## src/hdl/tmt_pkg.sv

```systemverilog
`default_nettype none
package tmt_pkg;

    localparam int SAMPLE_BITS = 12;
    localparam int SLOT_COUNT  = 10;
    localparam int SLOT_W      = $clog2(SLOT_COUNT);
    localparam int COUNT_WRAP  = 11;
    localparam int CNT_W       = $clog2(COUNT_WRAP + 1);
    localparam int SUM_W       = SAMPLE_BITS + $clog2(SLOT_COUNT);
    localparam int AVG_SHIFT   = 3;
    localparam int LEVEL_W     = 12;
    localparam int MODE_W      = 2;
    localparam int MODE_COUNT  = 3;
    localparam int MSEL_W      = $clog2(MODE_COUNT);
    localparam int REG_COUNT   = 8;
    localparam int REG_IDX_W   = $clog2(REG_COUNT);
    localparam int ADDR_W      = REG_IDX_W + 2;
    localparam int DATA_W      = 32;

    localparam logic [REG_IDX_W-1:0] REG_HEAT_MODE    = 3'd0;
    localparam logic [REG_IDX_W-1:0] REG_LOW_LEVEL_0  = 3'd1;
    localparam logic [REG_IDX_W-1:0] REG_HIGH_LEVEL_0 = 3'd2;
    localparam logic [REG_IDX_W-1:0] REG_LOW_LEVEL_1  = 3'd3;
    localparam logic [REG_IDX_W-1:0] REG_HIGH_LEVEL_1 = 3'd4;
    localparam logic [REG_IDX_W-1:0] REG_LOW_LEVEL_2  = 3'd5;
    localparam logic [REG_IDX_W-1:0] REG_HIGH_LEVEL_2 = 3'd6;
    localparam logic [REG_IDX_W-1:0] REG_FAULT_LEVEL  = 3'd7;

    localparam logic [MODE_W-1:0]  RST_HEAT_MODE    = 2'd0;
    localparam logic [LEVEL_W-1:0] RST_LOW_LEVEL_0  = 12'd1391;
    localparam logic [LEVEL_W-1:0] RST_HIGH_LEVEL_0 = 12'd1468;
    localparam logic [LEVEL_W-1:0] RST_LOW_LEVEL_1  = 12'd1584;
    localparam logic [LEVEL_W-1:0] RST_HIGH_LEVEL_1 = 12'd1661;
    localparam logic [LEVEL_W-1:0] RST_LOW_LEVEL_2  = 12'd1793;
    localparam logic [LEVEL_W-1:0] RST_HIGH_LEVEL_2 = 12'd1923;
    localparam logic [LEVEL_W-1:0] RST_FAULT_LEVEL  = 12'd500;

    localparam logic [MSEL_W-1:0] MODE_LAST = MSEL_W'(MODE_COUNT - 1);

    typedef struct packed {
        logic [MODE_W-1:0]                    heat_mode;
        logic [MODE_COUNT-1:0][LEVEL_W-1:0]   low_level;
        logic [MODE_COUNT-1:0][LEVEL_W-1:0]   high_level;
        logic [LEVEL_W-1:0]                   fault_level;
    } cfg_t;

    typedef struct packed {
        logic              store_we;
        logic [SLOT_W-1:0] store_slot;
        logic              scan_en;
        logic              scan_first;
        logic [SLOT_W-1:0] scan_idx;
        logic              finish;
        logic              load_out;
        logic              decision;
    } cmd_t;

endpackage
`default_nettype wire

```

## src/hdl/tmt_regs.sv

```systemverilog
`default_nettype none
module tmt_regs
    import tmt_pkg::*;
(
    input  wire logic              clk,
    input  wire logic              rst_n,
    input  wire logic              psel,
    input  wire logic              penable,
    input  wire logic              pwrite,
    input  wire logic [ADDR_W-1:0] paddr,
    input  wire logic [DATA_W-1:0] pwdata,
    output logic      [DATA_W-1:0] prdata,
    output logic                   pready,
    output cfg_t                   cfg
);

    cfg_t                 cfg_reg;
    cfg_t                 cfg_next;
    logic                 wr_en;
    logic [REG_IDX_W-1:0] reg_idx;

    assign pready  = 1'b1;
    assign wr_en   = psel && penable && pwrite;
    assign reg_idx = paddr[ADDR_W-1:2];
    assign cfg     = cfg_reg;

    always_comb
    begin
        cfg_next = cfg_reg;
        if (wr_en)
        begin
            unique case (reg_idx)
                REG_HEAT_MODE:    cfg_next.heat_mode     = pwdata[MODE_W-1:0];
                REG_LOW_LEVEL_0:  cfg_next.low_level[0]  = pwdata[LEVEL_W-1:0];
                REG_HIGH_LEVEL_0: cfg_next.high_level[0] = pwdata[LEVEL_W-1:0];
                REG_LOW_LEVEL_1:  cfg_next.low_level[1]  = pwdata[LEVEL_W-1:0];
                REG_HIGH_LEVEL_1: cfg_next.high_level[1] = pwdata[LEVEL_W-1:0];
                REG_LOW_LEVEL_2:  cfg_next.low_level[2]  = pwdata[LEVEL_W-1:0];
                REG_HIGH_LEVEL_2: cfg_next.high_level[2] = pwdata[LEVEL_W-1:0];
                REG_FAULT_LEVEL:  cfg_next.fault_level   = pwdata[LEVEL_W-1:0];
                default:          cfg_next = cfg_reg;
            endcase
        end
    end

    always_comb
    begin
        unique case (reg_idx)
            REG_HEAT_MODE:    prdata = DATA_W'(cfg_reg.heat_mode);
            REG_LOW_LEVEL_0:  prdata = DATA_W'(cfg_reg.low_level[0]);
            REG_HIGH_LEVEL_0: prdata = DATA_W'(cfg_reg.high_level[0]);
            REG_LOW_LEVEL_1:  prdata = DATA_W'(cfg_reg.low_level[1]);
            REG_HIGH_LEVEL_1: prdata = DATA_W'(cfg_reg.high_level[1]);
            REG_LOW_LEVEL_2:  prdata = DATA_W'(cfg_reg.low_level[2]);
            REG_HIGH_LEVEL_2: prdata = DATA_W'(cfg_reg.high_level[2]);
            REG_FAULT_LEVEL:  prdata = DATA_W'(cfg_reg.fault_level);
            default:          prdata = '0;
        endcase
    end

    always_ff @(posedge clk or negedge rst_n)
    begin
        if (!rst_n)
        begin
            cfg_reg.heat_mode     <= RST_HEAT_MODE;
            cfg_reg.low_level[0]  <= RST_LOW_LEVEL_0;
            cfg_reg.high_level[0] <= RST_HIGH_LEVEL_0;
            cfg_reg.low_level[1]  <= RST_LOW_LEVEL_1;
            cfg_reg.high_level[1] <= RST_HIGH_LEVEL_1;
            cfg_reg.low_level[2]  <= RST_LOW_LEVEL_2;
            cfg_reg.high_level[2] <= RST_HIGH_LEVEL_2;
            cfg_reg.fault_level   <= RST_FAULT_LEVEL;
        end
        else
        begin
            cfg_reg <= cfg_next;
        end
    end

endmodule
`default_nettype wire

```

## src/hdl/tmt_dp.sv

```systemverilog
`default_nettype none
module tmt_dp
    import tmt_pkg::*;
(
    input  wire logic               clk,
    input  wire logic               rst_n,
    input  wire cmd_t               cmd,
    input  wire cfg_t               cfg,
    input  wire logic [LEVEL_W-1:0] adc_sample,
    input  wire logic               detect_enabled,
    output logic                    decision_valid,
    output logic      [LEVEL_W-1:0] average,
    output logic                    heat_enable,
    output logic                    sensor_fault
);

    logic [SAMPLE_BITS-1:0] store_mem [0:SLOT_COUNT-1];
    logic [SAMPLE_BITS-1:0] rd_reg;
    logic                   scan_en_reg;
    logic                   scan_first_reg;
    logic [SUM_W-1:0]       sum_reg;
    logic [SUM_W-1:0]       sum_next;
    logic [SAMPLE_BITS-1:0] lo_reg;
    logic [SAMPLE_BITS-1:0] lo_next;
    logic [SAMPLE_BITS-1:0] hi_reg;
    logic [SAMPLE_BITS-1:0] hi_next;
    logic                   detect_reg;
    logic [LEVEL_W-1:0]     average_reg;
    logic [LEVEL_W-1:0]     average_next;
    logic                   heat_reg;
    logic                   heat_next;
    logic                   fault_reg;
    logic                   fault_next;
    logic                   dec_reg;
    logic [SUM_W-1:0]       trim;
    logic [MSEL_W-1:0]      mode_sel;
    logic [LEVEL_W-1:0]     low_sel;
    logic [LEVEL_W-1:0]     high_sel;

    always_ff @(posedge clk)
    begin
        if (cmd.store_we)
        begin
            store_mem[cmd.store_slot] <= adc_sample[SAMPLE_BITS-1:0];
        end
        rd_reg <= store_mem[cmd.scan_idx];
    end

    // running sum, min and max over the slots, one slot per cycle
    always_comb
    begin
        sum_next = sum_reg;
        lo_next  = lo_reg;
        hi_next  = hi_reg;
        if (scan_en_reg)
        begin
            if (scan_first_reg)
            begin
                sum_next = SUM_W'(rd_reg);
                lo_next  = rd_reg;
                hi_next  = rd_reg;
            end
            else
            begin
                sum_next = sum_reg + SUM_W'(rd_reg);
                if (rd_reg < lo_reg)
                begin
                    lo_next = rd_reg;
                end
                if (rd_reg > hi_reg)
                begin
                    hi_next = rd_reg;
                end
            end
        end
    end

    assign trim     = sum_reg - SUM_W'(lo_reg) - SUM_W'(hi_reg);
    assign mode_sel = (cfg.heat_mode > MODE_W'(MODE_LAST)) ? MODE_LAST
                                                           : MSEL_W'(cfg.heat_mode);
    assign low_sel  = cfg.low_level[mode_sel];
    assign high_sel = cfg.high_level[mode_sel];

    always_comb
    begin
        average_next = average_reg;
        heat_next    = heat_reg;
        fault_next   = fault_reg;
        if (cmd.finish)
        begin
            average_next = LEVEL_W'(trim >> AVG_SHIFT);
            // clear first, then set: set wins when the levels cross
            if (average_next > high_sel)
            begin
                heat_next = 1'b0;
            end
            if (average_next < low_sel)
            begin
                heat_next = 1'b1;
            end
            if (detect_reg && (average_next < cfg.fault_level))
            begin
                fault_next = 1'b1;
            end
        end
    end

    always_ff @(posedge clk)
    begin
        sum_reg <= sum_next;
        lo_reg  <= lo_next;
        hi_reg  <= hi_next;
        if (cmd.store_we)
        begin
            detect_reg <= detect_enabled;
        end
    end

    always_ff @(posedge clk or negedge rst_n)
    begin
        if (!rst_n)
        begin
            scan_en_reg    <= 1'b0;
            scan_first_reg <= 1'b0;
            average_reg    <= '0;
            heat_reg       <= 1'b0;
            fault_reg      <= 1'b0;
            dec_reg        <= 1'b0;
        end
        else
        begin
            scan_en_reg    <= cmd.scan_en;
            scan_first_reg <= cmd.scan_first;
            average_reg    <= average_next;
            heat_reg       <= heat_next;
            fault_reg      <= fault_next;
            if (cmd.load_out)
            begin
                dec_reg <= cmd.decision;
            end
        end
    end

    assign decision_valid = dec_reg;
    assign average        = average_reg;
    assign heat_enable    = heat_reg;
    assign sensor_fault   = fault_reg;

endmodule
`default_nettype wire

```

## src/hdl/tmt_ctrl.sv

```systemverilog
`default_nettype none
module tmt_ctrl
    import tmt_pkg::*;
(
    input  wire logic clk,
    input  wire logic rst_n,
    input  wire logic in_valid,
    output logic      in_ready,
    output logic      out_valid,
    input  wire logic out_ready,
    output cmd_t      cmd
);

    localparam logic [1:0] ST_IDLE  = 2'd0;
    localparam logic [1:0] ST_SCAN  = 2'd1;
    localparam logic [1:0] ST_FIN   = 2'd2;
    localparam logic [1:0] ST_DRAIN = 2'd3;

    logic [1:0]        state_reg;
    logic [1:0]        state_next;
    logic [CNT_W-1:0]  count_reg;
    logic [CNT_W-1:0]  count_next;
    logic [SLOT_W-1:0] idx_reg;
    logic [SLOT_W-1:0] idx_next;
    logic              out_valid_reg;
    logic              out_valid_next;
    logic              accept;
    logic              last_sample;
    logic [SLOT_W-1:0] slot;

    assign in_ready    = (state_reg == ST_IDLE) && (!out_valid_reg || out_ready);
    assign accept      = in_valid && in_ready;
    assign last_sample = (count_reg == CNT_W'(COUNT_WRAP));
    assign slot        = (count_reg < CNT_W'(SLOT_COUNT))
                         ? SLOT_W'(count_reg)
                         : SLOT_W'(count_reg - CNT_W'(SLOT_COUNT));
    assign out_valid   = out_valid_reg;

    always_comb
    begin
        state_next     = state_reg;
        count_next     = count_reg;
        idx_next       = idx_reg;
        out_valid_next = out_valid_reg && !out_ready;
        cmd            = '0;
        cmd.store_slot = slot;
        cmd.scan_idx   = idx_reg;
        unique case (state_reg)
            ST_IDLE:
            begin
                if (accept)
                begin
                    cmd.store_we = 1'b1;
                    if (last_sample)
                    begin
                        count_next = '0;
                        idx_next   = '0;
                        state_next = ST_SCAN;
                    end
                    else
                    begin
                        count_next     = count_reg + CNT_W'(1);
                        cmd.load_out   = 1'b1;
                        cmd.decision   = 1'b0;
                        out_valid_next = 1'b1;
                    end
                end
            end
            ST_SCAN:
            begin
                cmd.scan_en    = 1'b1;
                cmd.scan_first = (idx_reg == '0);
                if (idx_reg == SLOT_W'(SLOT_COUNT - 1))
                begin
                    state_next = ST_DRAIN;
                end
                else
                begin
                    idx_next = idx_reg + SLOT_W'(1);
                end
            end
            // last slot is still in the read register
            ST_DRAIN:
            begin
                state_next = ST_FIN;
            end
            ST_FIN:
            begin
                cmd.finish     = 1'b1;
                cmd.load_out   = 1'b1;
                cmd.decision   = 1'b1;
                out_valid_next = 1'b1;
                state_next     = ST_IDLE;
            end
            default:
            begin
                state_next = ST_IDLE;
            end
        endcase
    end

    always_ff @(posedge clk or negedge rst_n)
    begin
        if (!rst_n)
        begin
            state_reg     <= ST_IDLE;
            count_reg     <= '0;
            idx_reg       <= '0;
            out_valid_reg <= 1'b0;
        end
        else
        begin
            state_reg     <= state_next;
            count_reg     <= count_next;
            idx_reg       <= idx_next;
            out_valid_reg <= out_valid_next;
        end
    end

    a_count_range: assert property (@(posedge clk) disable iff (!rst_n)
        count_reg <= CNT_W'(COUNT_WRAP))
        else $error("sample counter out of range");

    a_last_starts_scan: assert property (@(posedge clk) disable iff (!rst_n)
        (accept && last_sample) |=> (state_reg == ST_SCAN) && (idx_reg == '0))
        else $error("twelfth item did not start a scan");

    a_plain_item_result: assert property (@(posedge clk) disable iff (!rst_n)
        (accept && !last_sample) |=> out_valid_reg
                                     && (count_reg == $past(count_reg) + CNT_W'(1)))
        else $error("plain item did not post a result");

    a_no_result_while_busy: assert property (@(posedge clk) disable iff (!rst_n)
        (state_reg == ST_SCAN || state_reg == ST_DRAIN || state_reg == ST_FIN)
        |-> !out_valid_reg)
        else $error("result pending during a scan");

    a_scan_ends_in_result: assert property (@(posedge clk) disable iff (!rst_n)
        (state_reg == ST_FIN) |=> out_valid_reg && (state_reg == ST_IDLE))
        else $error("scan did not end in a result");

endmodule
`default_nettype wire

```

## src/hdl/trimmed_mean_thermostat.sv

```systemverilog
// trimmed-mean hysteresis thermostat, one result per item
// the first eleven items of a block post their result in the cycle after acceptance;
// the twelfth reads each stored slot, drains the last one and decides while input waits
// throughput: one item per cycle while no decision runs and no result waits on out_ready
// reset: rst_n asynchronous active low; clears counter, flags, average and config
// registers to defaults; the ten-slot sample store is not cleared
`default_nettype none
module trimmed_mean_thermostat
    import tmt_pkg::*;
(
    input  wire logic               clk,
    input  wire logic               rst_n,
    input  wire logic               psel,
    input  wire logic               penable,
    input  wire logic               pwrite,
    input  wire logic [ADDR_W-1:0]  paddr,
    input  wire logic [DATA_W-1:0]  pwdata,
    output logic      [DATA_W-1:0]  prdata,
    output logic                    pready,
    input  wire logic               in_valid,
    output logic                    in_ready,
    input  wire logic [LEVEL_W-1:0] adc_sample,
    input  wire logic               detect_enabled,
    output logic                    out_valid,
    input  wire logic               out_ready,
    output logic                    decision_valid,
    output logic      [LEVEL_W-1:0] average,
    output logic                    heat_enable,
    output logic                    sensor_fault
);

    cfg_t cfg;
    cmd_t cmd;

    tmt_regs u_regs (
        .clk     (clk),
        .rst_n   (rst_n),
        .psel    (psel),
        .penable (penable),
        .pwrite  (pwrite),
        .paddr   (paddr),
        .pwdata  (pwdata),
        .prdata  (prdata),
        .pready  (pready),
        .cfg     (cfg)
    );

    tmt_ctrl u_ctrl (
        .clk       (clk),
        .rst_n     (rst_n),
        .in_valid  (in_valid),
        .in_ready  (in_ready),
        .out_valid (out_valid),
        .out_ready (out_ready),
        .cmd       (cmd)
    );

    tmt_dp u_dp (
        .clk            (clk),
        .rst_n          (rst_n),
        .cmd            (cmd),
        .cfg            (cfg),
        .adc_sample     (adc_sample),
        .detect_enabled (detect_enabled),
        .decision_valid (decision_valid),
        .average        (average),
        .heat_enable    (heat_enable),
        .sensor_fault   (sensor_fault)
    );

endmodule
`default_nettype wire

```

## config.mk

```make
export PLATFORM = sky130hd
export DESIGN_NAME = trimmed_mean_thermostat
export DESIGN_NICKNAME = d
export VERILOG_FILES = /design/src/hdl/tmt_pkg.sv /design/src/hdl/tmt_regs.sv /design/src/hdl/tmt_dp.sv /design/src/hdl/tmt_ctrl.sv /design/src/hdl/trimmed_mean_thermostat.sv
export SDC_FILE = /design/constraint.sdc
export NUM_CORES = 1
export LEC_CHECK = 0
export ABC_AREA = 1
export BUFFER_PORTS_ARGS = -buffer_cell sky130_fd_sc_hd__buf_2
export CORE_MARGIN = 10
export CORE_UTILIZATION = 45
export DETAILED_ROUTE_END_ITERATION = 10
export PLACE_DENSITY = 0.76
export SLEW_MARGIN = 5
export SYNTH_ARGS = -nofsm -noshare
export SYNTH_HDL_FRONTEND = slang
export SYNTH_HIERARCHICAL = 1
export SYNTH_SLANG_ARGS = --single-unit
```

## constraint.sdc

```tcl
create_clock -name clk -period 3.3 [get_ports clk]
set_clock_uncertainty 0.1 [all_clocks]
set_input_delay 0.33 -clock clk [delete_from_list [all_inputs] [get_ports clk]]
set_output_delay 0.33 -clock clk [all_outputs]
set_load 0.02 [all_outputs]
```

* Yosys cells after proc, flatten, opt, wreduce, memory -nomap -nowiden
Memory sizes are Yosys's and may differ from the RTL's. A register that Yosys moved wholly into a read port is not among the register bits. Index checks and enable logic that the tools add are counted.
Storage, ports and cells: RAM bits 120, memories 1, bits in registers 155, memory bits (read-only) 0, latch bits 0
Memories:
- u_dp.store_mem | depth 10, width 12, rd ports 1, clocked after memory_dff 1, write ports 1, line tmt_dp.sv:17 | logic [SAMPLE_BITS-1:0] store_mem [0:SLOT_COUNT-1];
Operators by class: reductions and logical operators 31, add/sub/neg operators 6, divide/modulo/power cells 0, order comparisons 8, multiplexer cells 35, shift-type cells 0, $mul 0, bitwise gates (word level) 0, equal/unequal tests 16
Operators by type and width (number):
- 32-bit case mux with 8 select lines | 1
- 12-bit 2-to-1 mux | 7
- 12-bit binary-select mux with 2-bit select | 2
- 12-bit less-than comparator | 3
- 15-bit by 12-bit subtractor with 15-bit output | 2
- 2-bit AND reduction | 13
- 12-bit greater-than comparator | 2
- 4-bit 2-to-1 mux | 5
- 16-bit by 12-bit adder with 16-bit output | 1
- 2-bit 2-to-1 mux | 7
- 3-bit == test, second input constant | 4
- 1-bit 2-to-1 mux | 9
- 4-bit by 1-bit adder with 4-bit output, second input constant | 2
- 4-bit == test, second input constant | 2
- 2-bit case mux with 4 select lines | 1
- 4-bit case mux with 2 select lines | 1
- 2-bit nonzero test | 4
- 3-bit by 2-bit == test with 1-bit output, second input constant | 2
- 1-bit logical AND | 6
- 2-bit by 1-bit != test with 1-bit output, second input constant | 3
- 2-bit == test, second input constant | 2
- 4-bit logical NOT | 1
- 4-bit less-than comparator, second input constant | 1
- 2-bit case mux with 2 select lines | 1
- 13 further kinds | 14

* Depth between registers and ports, before layout
depth in word-level cells 8, mapped depth 27, mapped depth without buffers 27

* Modules after synthesis
Netlist, hierarchy kept.
Modules (own cells, without submodules):
- tmt_dp | cells an instance 1001, area each 10217.3 um^2, instances 1, sequential area each 5470.2 um^2
- tmt_regs | cells an instance 515, area each 4199.0 um^2, instances 1, sequential area each 2205.9 um^2
- tmt_ctrl | cells an instance 96, area each 729.4 um^2, instances 1, sequential area each 275.3 um^2

* Worst setup path before layout
Ideal clock, no wire load.
path type reg-to-reg, start point reg u_dp.sum_reg[10], end point reg u_dp.heat_reg (netlist: u_dp/heat_enable), arrival 3.109 ns, period minus slack after synthesis 3.326 ns, slack -0.026 ns, required time 3.083 ns, cell stages (with the launch flop) 22, cells stage by stage edfxtp_1 fa_1 ha_1 nand2_1 nor2_1 and2_1 nand2_2 nand3_2 a21oi_1 nand2_1 xor2_1 ha_1 nand2_1 inv_1 nand2_1 nand3b_2 nor2_2 nand2_1 nand3_1 nand2_1 nand2_1 nand2_1
Between the ends: cells in the longest elaborated chain, start to end 5, elaborated cells on any way between the ends 7
RTL lines:
- start: declaration | line tmt_dp.sv:21 | logic [SUM_W-1:0] sum_reg;
- start signal: assignment | line tmt_dp.sv:110 | sum_reg <= sum_next;
- 15-bit by 12-bit subtractor with 15-bit output * (2 in series) | line tmt_dp.sv:78 | assign trim = sum_reg - SUM_W'(lo_reg) - SUM_W'(hi_reg);
- via u_dp.trim[14] | line tmt_dp.sv:35 | logic [SUM_W-1:0] trim;
- 12-bit less-than comparator / 12-bit greater-than comparator (equally long branches) | line tmt_dp.sv:97, tmt_dp.sv:93
- 2-bit nonzero test (no source line)
- 2-bit AND reduction (no source line)
- end signal: assignment | line tmt_dp.sv:135 | heat_reg <= heat_next;
- end: declaration | line tmt_dp.sv:30 | logic heat_reg;
The timed path passes the listed nets; every way through them passes the cells marked *. A chain may end at the register's enable or synchronous reset.

* Worst setup path in the final report
start point reg u_dp.sum_reg[8], end point reg u_dp.heat_reg (netlist: u_dp/heat_enable)
The elaborated chain is that of the path after synthesis.

==> flow_summary.yaml <==
run_status:
  status: "finished, violations left"
  violations: "setup timing"
power:
  leakage_uw: 0.00794
  vdd_drop_max_mv: 0.894
  powerDensity_mw_per_mm2: 1170
  fin_total_pwr_uw: 21400
worst_setup_path:
  endpoint: "u_dp/heat_enable$_DFFE_PN0P_"
  cp.arrival_ps: 3850
  cp_max_fo: 2
  cp_data_required_time_ps: 3700
  start_kind: "flip-flop"
  reg2reg_depth: 21
  crit_type: "flip-flop to flip-flop"
  reg2reg_slack_ps: -150
  cp-startpoint: "u_dp/sum_reg[8]$_DFFE_PP_"
  r2r-end: "u_dp/heat_enable$_DFFE_PN0P_"
  crit_path_end_kind: "flip-flop"
  r2r_start: "u_dp/sum_reg[8]$_DFFE_PP_"
synth:
  yosysTopAreaCellShare: 0.317
  synth_area_per_cell_um2: 9.40
  seq_area_frac_synth: 0.525
  yosysTopAreaCell: "edfxtp_1"
  yosysWarningCount: 6
  synth_area_leaders: "edfxtp_1, dfrtp_1, nand2_1"
  syn_inst: 1612
  ys_ff_latch: 286
  synth.distinct_cells: 51
  synth_area_mm2: 0.0151
global_route:
  grt_overflow: 0
  grt_usage: 0.181
  grt_pass1_vias: 12335
  grt_max_degree: 91
  grt_pass1_wl_mm: 62.0
  antenna_found_initial: 2
placement:
  portBuffers: 63
  gp_congestion: 0.952
  hpwl_mm: 25.7
  dpl_cell_area_mm2: 0.0162
die:
  std_cell_rows: 67
  io_pins: 107
  dieHeight_um: 203
  core_mm2: 0.0334
  dieArea_mm2: 0.0414
  initial_core_util: 0.454
  die_x_um: 203
sta:
  max_freq_ghz: 0.290
  drv_slew: 0
  report.final.setup_viol: 3
  worst_pin_slew_ps: 1080
  min_period_ps: 3450
  hold_violations: 0
  slew_headroom: 0.279
  setup_ws_ps: -152
  finalCritPeriodShare: 1.05
  rsz0062_at_grt: "true"
cells_and_area:
  drive_gt1_frac: 0.215
  final_util: 0.550
  fin_area_mm2: 0.0183
  nFillCells: 2775
  ff_latch_area_mm2: 0.00796
  final_nets: 1933
  area_growth_pct: 21.1
  multiInputGateArea_mm2: 0.00668
  largest_register_ff_count: 120
clock_tree:
  clkTransAtPathRegs_ps: 60
  clock_sink_count: 286
  clk_path_buf_depth: 3
  clock_latency_ps: 580
  htreeDepth: 1
  cts-buffers-inserted: 30
  tritoncts: "yes"
  cts.root.buffer_cell: "clkbuf_16"
worst_hold_path:
  worstHoldPathType: "input pin to asynchronous set/reset pin"
detailed_routing:
  routed_wl_mm: 40.3
  viasPerCell: 5.52
  drt-initial-drc-count: 1181
  ant_nets: 0
  vias: 12452
  drt-wirelength-per-cell_um: 17.9
  first_pass_iters: 6
  drc: 0
run:
  maxCapViolations: 0
## cells by family (layout without fill, tap and decap cells)
| family | count (synthesis) | in the layout | share of synthesized area |
|---|---|---|---|
| AO/OA/AOI/OAI | 319 | 319 | 0.114 |
| XOR/XNOR | 13 | 13 | 0.00752 |
| adder cells (fa/ha/maj) | 94 | 94 | 0.0836 |
| buffers and inverters | 268 | 443 | 0.0749 |
| flip-flops | 286 | 286 | 0.525 |
| multiplexers | 38 | 38 | 0.0252 |
| other | 2 | 22 | 0.000496 |
| AND/OR/NAND/NOR | 592 | 592 | 0.169 |
## cell usage after synthesis (all sizes together)
cell,count
and2,1
nor2,96
fa,12
nand2,356
dfstp,43
a21o,2
nand3b,4
dfxtp,12
a31oi,4
inv,182
a211oi,5
nand3,80
clkbuf,33
o221a,1
buf,50
mux2,1
a21boi,1
o221ai,1
ha,82
o21ai,195
mux2i,37
xnor2,5
clkinv,3
a22o,2
o41ai,1
edfxtp,160
a21oi,81
conb,2
dfrtp,71
nor3,8
or2,4
nand4,43
xor2,8
o211ai,25
o21a,1
## layer usage
| layer | wire length, µm | track usage |
|---|---|---|
| met1 | 16100 | 0.222 |
| met2 | 19800 | 0.312 |
| met3 | 2700 | 0.0268 |
| met4 | 1690 | 0.0775 |
| met5 | 0 | 0 |
## worst min path at each step
stage	endpoint	cells past startpoint	slack [ps]
final	u_regs/cfg[13]$_DFFE_PN0P_	2	240
after global routing	u_regs/cfg[9]$_DFFE_PN0P_	2	290
after CTS	u_regs/cfg[10]$_DFFE_PN0P_	2	240
after detailed placement	u_regs/cfg[62]$_DFFE_PN0P_	1	300
after global placement	u_regs/cfg[62]$_DFFE_PN0P_	1	290
after floorplan	u_ctrl/count_reg[0]$_DFFE_PN0P_	0	-70
## cell usage in the layout, fill, tap and decap left out, types with 66 or more instances in the layout
| master | Yosys | layout |
|---|---|---|
| o21ai_0 | 156 | 155 |
| nor2_1 | 91 | 87 |
| nand3_1 | 75 | 70 |
| a21oi_1 | 80 | 75 |
| edfxtp_1 | 160 | 160 |
| inv_1 | 177 | 160 |
| dfrtp_1 | 71 | 70 |
| buf_4 | 27 | 109 |
| ha_1 | 82 | 66 |
| nand2_1 | 348 | 322 |
## critical path, stage by stage (launching register included)
cell and delay [ps]:
edfxtp_1 440, fa_1 620, ha_4 250, nand2_4 70, nor2_4 40, and2_4 130, nand2_4 80, nand3_4 80
a21oi_2 140, nand2_1 100, xor2_2 240, ha_1 310, nand2_2 80, inv_2 40, buf_4 120, nand2_2 60
inv_1 50, a21boi_2 140, nand3_1 90, nand2_1 60, nand2_1 50, nand2_1 60
## cell type report
class / count / area share
Timing Repair Buffer: 202 / 0.0786
Clock buffer: 45 / 0.0479
Sequential cell: 286 / 0.434
Antenna cell: 1 / 0.000136
Clock inverter: 11 / 0.00723
Multi-Input combinational cell: 1077 / 0.364
Inverter: 185 / 0.0382
Tap cell: 448 / 0.0305
## what timing repair did
item                       CTS  global route
setup buffers               23            13
pin swaps                   38            42
hold buffers                28             0
setup endpoints to repair    2             3
gates resized for setup     42            72
hold endpoints to repair   177             0
## where the power goes
| group | switching, µW | internal, µW | total (µW) |
|---|---|---|---|
| Clock | 1420 | 2000 | 3420 |
| Combinational | 6970 | 5410 | 12400 |
| Sequential | 784 | 4830 | 5610 |
## through the flow
| step | setup slack [ps] | TNS [ps] | std cells | hold WS [ps] |
|---|---|---|---|---|
| floorplan | 12.0 | 0 | 1631 | -65.6 |
| detailed placement | -165 | -272 | 2135 | 300 |
| global route | -302 | -743 | 2255 | 289 |
| CTS | -51.9 | -51.9 | 2242 | 240 |
| finish | -152 | -401 | 2255 | 235 |
| global placement | -79.0 | -79.0 | 2135 | 294 |
Note: power is estimated with default switching activity, not from simulation.
